==> config.mk <==
export PLATFORM = sky130hd
export DESIGN_NAME = impq_cell
export DESIGN_NICKNAME = d
export VERILOG_FILES = /design/src/hdl/impq_pkg.sv /design/src/hdl/impq_cell.sv
export SDC_FILE = /design/constraint.sdc
export NUM_CORES = 1
export LEC_CHECK = 0
export BUFFER_PORTS_ARGS = -buffer_cell sky130_fd_sc_hd__buf_2
export CORE_UTILIZATION = 25
export CTS_BUF_LIST = sky130_fd_sc_hd__clkbuf_4 sky130_fd_sc_hd__clkbuf_8
export DETAILED_ROUTE_END_ITERATION = 8
export MAX_ROUTING_LAYER = met4
export PLACE_DENSITY = 0.53
export REMOVE_ABC_BUFFERS = 1
export SYNTH_ARGS = -nofsm -noshare
export SYNTH_HDL_FRONTEND = slang
export SYNTH_SLANG_ARGS = --single-unit
export TNS_END_PERCENT = 30
==> constraint.sdc <==
create_clock -name clock -period 5.14 [get_ports clock]
set_clock_uncertainty 0.2 [all_clocks]
set_input_delay 1.028 -clock clock [delete_from_list [all_inputs] [get_ports clock]]
set_output_delay 1.028 -clock clock [all_outputs]
set_load 0.005 [all_outputs]
==> src/hdl/impq_pkg.sv <==
// shared types, constants and ordering function for the indexed max priority queue
// no dependencies
`default_nettype none

package impq_pkg;

   localparam int CAPACITY      = 64;
   localparam int KEY_BITS      = 6;
   localparam int PRIORITY_BITS = 16;
   localparam int COUNT_BITS    = $clog2(CAPACITY + 1);
   localparam int GROUP_SIZE    = 8;
   localparam int NUM_GROUPS    = (CAPACITY + GROUP_SIZE - 1) / GROUP_SIZE;

   // operation codes
   localparam logic [1:0] MODE_INSERT = 2'd0;
   localparam logic [1:0] MODE_POP    = 2'd1;
   localparam logic [1:0] MODE_ERASE  = 2'd2;
   localparam logic [1:0] MODE_PROBE  = 2'd3;

   // status codes
   localparam logic [1:0] STATUS_OK        = 2'd0;
   localparam logic [1:0] STATUS_FULL      = 2'd1;
   localparam logic [1:0] STATUS_EMPTY     = 2'd2;
   localparam logic [1:0] STATUS_NOT_FOUND = 2'd3;

   // cell commands
   localparam logic [1:0] CELL_HOLD   = 2'd0;
   localparam logic [1:0] CELL_SCAN   = 2'd1;
   localparam logic [1:0] CELL_REMOVE = 2'd2;
   localparam logic [1:0] CELL_INSERT = 2'd3;

   typedef struct packed {
      logic [PRIORITY_BITS-1:0] prio;
      logic [KEY_BITS-1:0]      key;
   } entry_type;

   typedef struct packed {
      logic [1:0]               mode;
      logic [KEY_BITS-1:0]      entry_key;
      logic [PRIORITY_BITS-1:0] entry_priority;
   } req_type;

   typedef struct packed {
      logic [1:0]               status;
      logic                     was_present;
      logic                     removed_valid;
      logic [PRIORITY_BITS-1:0] removed_priority;
      logic [KEY_BITS-1:0]      removed_key;
      logic                     top_valid;
      logic [PRIORITY_BITS-1:0] top_priority;
      logic [KEY_BITS-1:0]      top_key;
      logic [COUNT_BITS-1:0]    entry_count;
   } rsp_type;

   // broadcast from the sequencer to every cell
   typedef struct packed {
      logic [1:0]          cmd;
      logic [KEY_BITS-1:0] key;
      entry_type           operand;
   } cell_ctl_type;

   // what a cell shows its neighbors
   typedef struct packed {
      logic      valid;
      entry_type entry;
      logic      goes_before;
   } cell_link_type;

   function automatic logic better(input entry_type a, input entry_type b);
      better = (a.prio > b.prio) || ((a.prio == b.prio) && (a.key > b.key));
   endfunction

endpackage

`default_nettype wire

==> src/hdl/impq_cell.sv <==
// one slot of the sorted cell row: holds an entry, shifts on insert and remove
// depends on impq_pkg
`default_nettype none

module impq_cell
   import impq_pkg::*;
(
   input  wire logic          clock,
   input  wire logic          reset,
   input  wire cell_ctl_type  ctl,
   input  wire cell_link_type from_left,
   input  wire cell_link_type from_right,
   output      cell_link_type link,
   output      logic          hit,
   output      entry_type     hit_entry
);

   logic      valid_ff, valid_in;
   entry_type entry_ff, entry_in;
   logic      hit_ff, hit_in;
   entry_type hit_entry_ff, hit_entry_in;
   logic      goes_before;

   assign goes_before = !valid_ff || better(ctl.operand, entry_ff);

   always_comb begin
      valid_in     = valid_ff;
      entry_in     = entry_ff;
      hit_in       = hit_ff;
      hit_entry_in = hit_entry_ff;
      case (ctl.cmd)
         CELL_SCAN: begin
            hit_in       = valid_ff && (entry_ff.key == ctl.key);
            hit_entry_in = hit_in ? entry_ff : '0;
         end
         CELL_REMOVE: begin
            if (!valid_ff || !better(entry_ff, ctl.operand)) begin
               valid_in = from_right.valid;
               entry_in = from_right.entry;
            end
         end
         CELL_INSERT: begin
            if (from_left.goes_before) begin
               valid_in = from_left.valid;
               entry_in = from_left.entry;
            end else if (goes_before) begin
               valid_in = 1'b1;
               entry_in = ctl.operand;
            end
         end
         default: begin
         end
      endcase
   end

   always_ff @(posedge clock) begin
      if (reset) begin
         valid_ff <= 1'b0;
         hit_ff   <= 1'b0;
      end else begin
         valid_ff <= valid_in;
         hit_ff   <= hit_in;
      end
      entry_ff     <= entry_in;
      hit_entry_ff <= hit_entry_in;
   end

   assign link.valid       = valid_ff;
   assign link.entry       = entry_ff;
   assign link.goes_before = goes_before;
   assign hit              = hit_ff;
   assign hit_entry        = hit_entry_ff;

endmodule

`default_nettype wire

After elaboration in Yosys (flattened, before gate mapping)
Cells that the tools add are included.
- logic and storage cells: 37
- flip-flop bits (word level): 46
- memory bits (read-only): 0
- output and inout port bits: 47
- memories: 0
- RAM bits: 0
- latch bits: 0
- input bits: 80
- reductions and logical operators: 11
- equal/unequal tests: 8
- mux-type cells: 8
- add/subtract/negate cells: 0
- order comparisons: 4
- div/mod/pow operators: 0
- shift operators: 0
- multipliers: 0
- bitwise logic cells: 0
- operators with widths (cell ; count):
    two-way mux 22 bit ; 3
    case mux 22 bit (2 select lines) ; 1
    equality test 16 bit ; 2
    > comparator 16 bit ; 2
    > comparator 6 bit ; 2
    equality test 6 bit ; 1
    equality test 2 bit (second input constant) ; 2
    logical OR 1 bit ; 4
    logical AND 1 bit ; 3
    two-way mux 1 bit ; 3
    != test 3 bit (second input constant) ; 1
    AND reduction 3 bit ; 1
    equality test 2 x 1 -> 1 bit (second input constant) ; 1
    zero test 1 bit ; 2
    != test 2 bit (second input constant) ; 1
    case mux 1 bit (2 select lines) ; 1
    nonzero test 2 bit ; 1

Logic depth before layout (Yosys ltp)
- word-level depth: 7
- mapped depth: 8

Worst setup path before layout
No wires, ideal clock.
- path type: in2reg
- start point: input port ctl[20] (netlist bit)
- end point: register entry_ff, in the netlist link[10], enable pin
- library setup time: 0.414 ns
- path slack: 1.026 ns
- arrival: 3.499 ns
- stages: 6
- buffers on the path: 0
- cell sequence: inv_1 > ha_1 > nand4_2 > or4_4 > o41a_1 > a31oi_1
- word-level cells in the longest chain between the ends: 7
- ends and longest elaborated chain (what ; RTL line ; source):
    start, declared ; impq_cell.sv:10 ; input wire cell_ctl_type ctl,
    branches (longest 6 deep; another with > comparator 16 bit) ; n/a ;
    AND reduction 3 bit (no line) (*) ; n/a ;
    end signal, assigned ; impq_cell.sv:64 ; entry_ff <= entry_in;
    end, declared ; impq_cell.sv:19 ; entry_type entry_ff, entry_in;
Every way passes the cells marked *.
A chain may end at the register's enable or synchronous reset.

==> key figures <==
Synth
  – Post-Syn Area: between 2000 and 3000 um^2
  – Synth Register Bits: 46
  – Leading cell types by count after synthesis: 44 x edfxtp_1, 31 x a21oi_1, 27 x inv_1, 27 x nor2_1
  – Post-synth top flop: edfxtp_1
  – Register area share after synthesis: 0.5032
  – Cell variety after synth: 34
  – Synth area leader: edfxtp_1
  – Synth Instances: 253
  – Mean Syn Cell Area: 10.69 um^2
  – Share of the synthesized area in the top cell type: 0.4884
  – Yosys warns: 0
  – Post-synth EDFFs: 44
  – Most frequent cell after synthesis: edfxtp_1
  – Top cells by area, synth: edfxtp_1 49%, ha_1 10%, mux2i_1 8.1%
  – Ys async rst share: 0

Floorplan
  – Die ar.: approximately 11000 um^2
  – Core Footprint: 10420 um^2
  – Number of core rows: 37
  – Die width: 106.0 um
  – Initial core utilization: 0.2597
  – Ports: between 100 and 150
  – Die Ht: 106.0 um

Critical path
  – Setup crit start: ctl[17]
  – Worst-path maximum fanout: 3
  – Crit end category: output port
  – CP endpoint: link[0]
  – Reg2reg start: link[18]
  – CP startpoint kind: primary input
  – Reg2reg end: link[21]
  – Crit path kind: in2out
  – Critical Path RT: 3.91 ns
  – R2R Setup Slk: ~1.9 ns
  – Worst R2R Path Depth: 5
  – CP Data Arrival Time: 2.82 ns

Global route
  – Largest net degree at the start of global routing: 45
  – Grt ovf: 0
  – Number of antenna violations at the first check in global routing: 0
  – GRT Total Usage: 0.1312
  – Global-route wire length before repair: 10980 um
  – Vias in the first global route: 2176

Power
  – Leakage Power: 1.678 nW
  – Maximum VDD drop: between 90 and 100 uV
  – Pwr Total: 860.1 uW
  – Pwr dens: roughly 240 nW/um^2

Clocking
  – Clock sink total: 46
  – CTS tree: yes
  – Hold Buf Count CTS: 0
  – Max H-tree Level: 2
  – Post-CTS sizing: 0
  – Postcts setup bufs: 0
  – Maximum clock path buffer count: 2
  – Total CTS buffers: 5
  – Worst-Skew Late Latency: 0.31 ns
  – CTS Root Cell: clkbuf_8
  – Clock transition at path regs: 0.09 ns

Timing
  – Final worst setup slack: 1.093 ns
  – Fin. Hold Viols: 0
  – Final setup vio count: 0
  – Worst-margin pin slew: 0.9752 ns
  – Tmin final: 4.047 ns
  – Max Clk Rate: 247.1 MHz
  – TNS Setup: 0 ns
  – Final period util: 0.7873
  – RSZ-0062 raised after global routing: false
  – Final Max Tran Viols: 0
  – Slew margin rel.: 0.3483
  – Tightest hold margin: around 0.3 ns

Cells and area
  – Non-Filler Instances: 514
  – Multi-input logic area: 1224 um^2
  – FILL cells: around 1100
  – Final nets: 479
  – Fin util: 0.3456
  – Synth-to-layout area growth: 33.07%
  – Ant. Diodes: 0
  – Layout cell share with drive strength beyond 1: 0.3783
  – Design area: approximately 3600 um^2
  – Reg area: 1361 um^2

Place
  – Input/output buffers: 125
  – Placed inst area: 3505 um^2
  – Placed insts: between 500 and 600
  – DP HPWL: around 5300 um
  – Post-place setup slack: ~1.1 ns
  – Final GP Congestion: 0.7195

Routing
  – Avg WL per Cell: 13.74 um
  – First-pass iteration count of the detailed router: 4
  – Number of DRC markers in iteration 0: 79
  – Routed via count: 2221
  – DR vias/cell: around 4.3
  – ANT nets after route: 0
  – Routed wire length: 7064 um
  – DRC errors left: 0

Run
  – Max-Cap Viols: 0

Status
  – Status: finished clean

Worst hold path
  – Hold Path Class: reg2reg
-- metal layers --
metal,GRT usage,wire (um),vias up
met5,-,0,-
met4,0.03373,59,0
met3,0.02452,362,5
met2,0.2208,3391,83
met1,0.1621,3251,993
li1,-,-,1140
-- cell type report --
cell class                 instances  share of cell area
clock buffer                       7             0.02503
clock inverter                     1            0.001390
inverter                          27             0.02815
multi-input combinational        169              0.3399
sequential                        46              0.3782
tap                              136             0.04727
timing repair buffer             128              0.1800
-- cell usage in the layout (no fill, tap or decap), drive strengths merged --
master / instances
buf: 128
edfxtp: 44
a21oi: 31
inv: 27
nor2: 27
and2: 22
mux2i: 22
ha: 22
nand2: 8
nand4: 7
clkbuf: 7
o21ai: 5
xor2: 3
xnor2: 3
a21o: 2
nor2b: 2
nand3: 2
dfxtp: 2
nand2b: 2
a31oi: 2
nor4: 1
or4: 1
o41a: 1
a221oi: 1
o211ai: 1
or3: 1
o2111ai: 1
o221ai: 1
o221a: 1
clkinv: 1
-- flip-flops by register name, summed over array words and instances (netlist names) --
signal and cells:
hit_entry 22, link 22, hit 1, valid_ff 1
-- worst max-delay path: stages --
cell     delay, ns
buf_2         0.09
inv_1         0.04
ha_1          0.31
nand4_1       0.20
or4_4         0.53
o41a_1        0.40
nand2_1       0.09
buf_2         0.13
-- how the worst min path moves through the flow --
stage | start | end | slack [ns] | depth (start not counted)
after floorplan | hit | hit | 0.26 | 2
after global routing | hit | hit | 0.33 | 2
after CTS | hit | hit | 0.29 | 2
after detailed placement | hit | hit | 0.28 | 2
after global placement | hit | hit | 0.26 | 2
final | hit | hit | 0.30 | 2
-- power by group --
part | total (mW) | internal [mW] | switching (mW)
clock | 0.245 | 0.114 | 0.130
sequential | 0.450 | 0.436 | 0.0143
combinational | 0.165 | 0.0783 | 0.0870
total | 0.860 | 0.628 | 0.232
-- cell families (layout without fill, tap and decap cells) --
logic type,after synthesis,count (layout),share of synthesized area
multiplexers,22,22,0.08141
AND/OR/NAND/NOR,73,73,0.1406
adder cells (fa/ha/maj),22,22,0.1018
XOR/XNOR,6,6,0.01943
buffers and inverters,38,163,0.05596
flip-flops,46,46,0.5032
AO/OA/AOI/OAI,46,46,0.09759
Note: power is estimated with default switching activity, not from simulation.
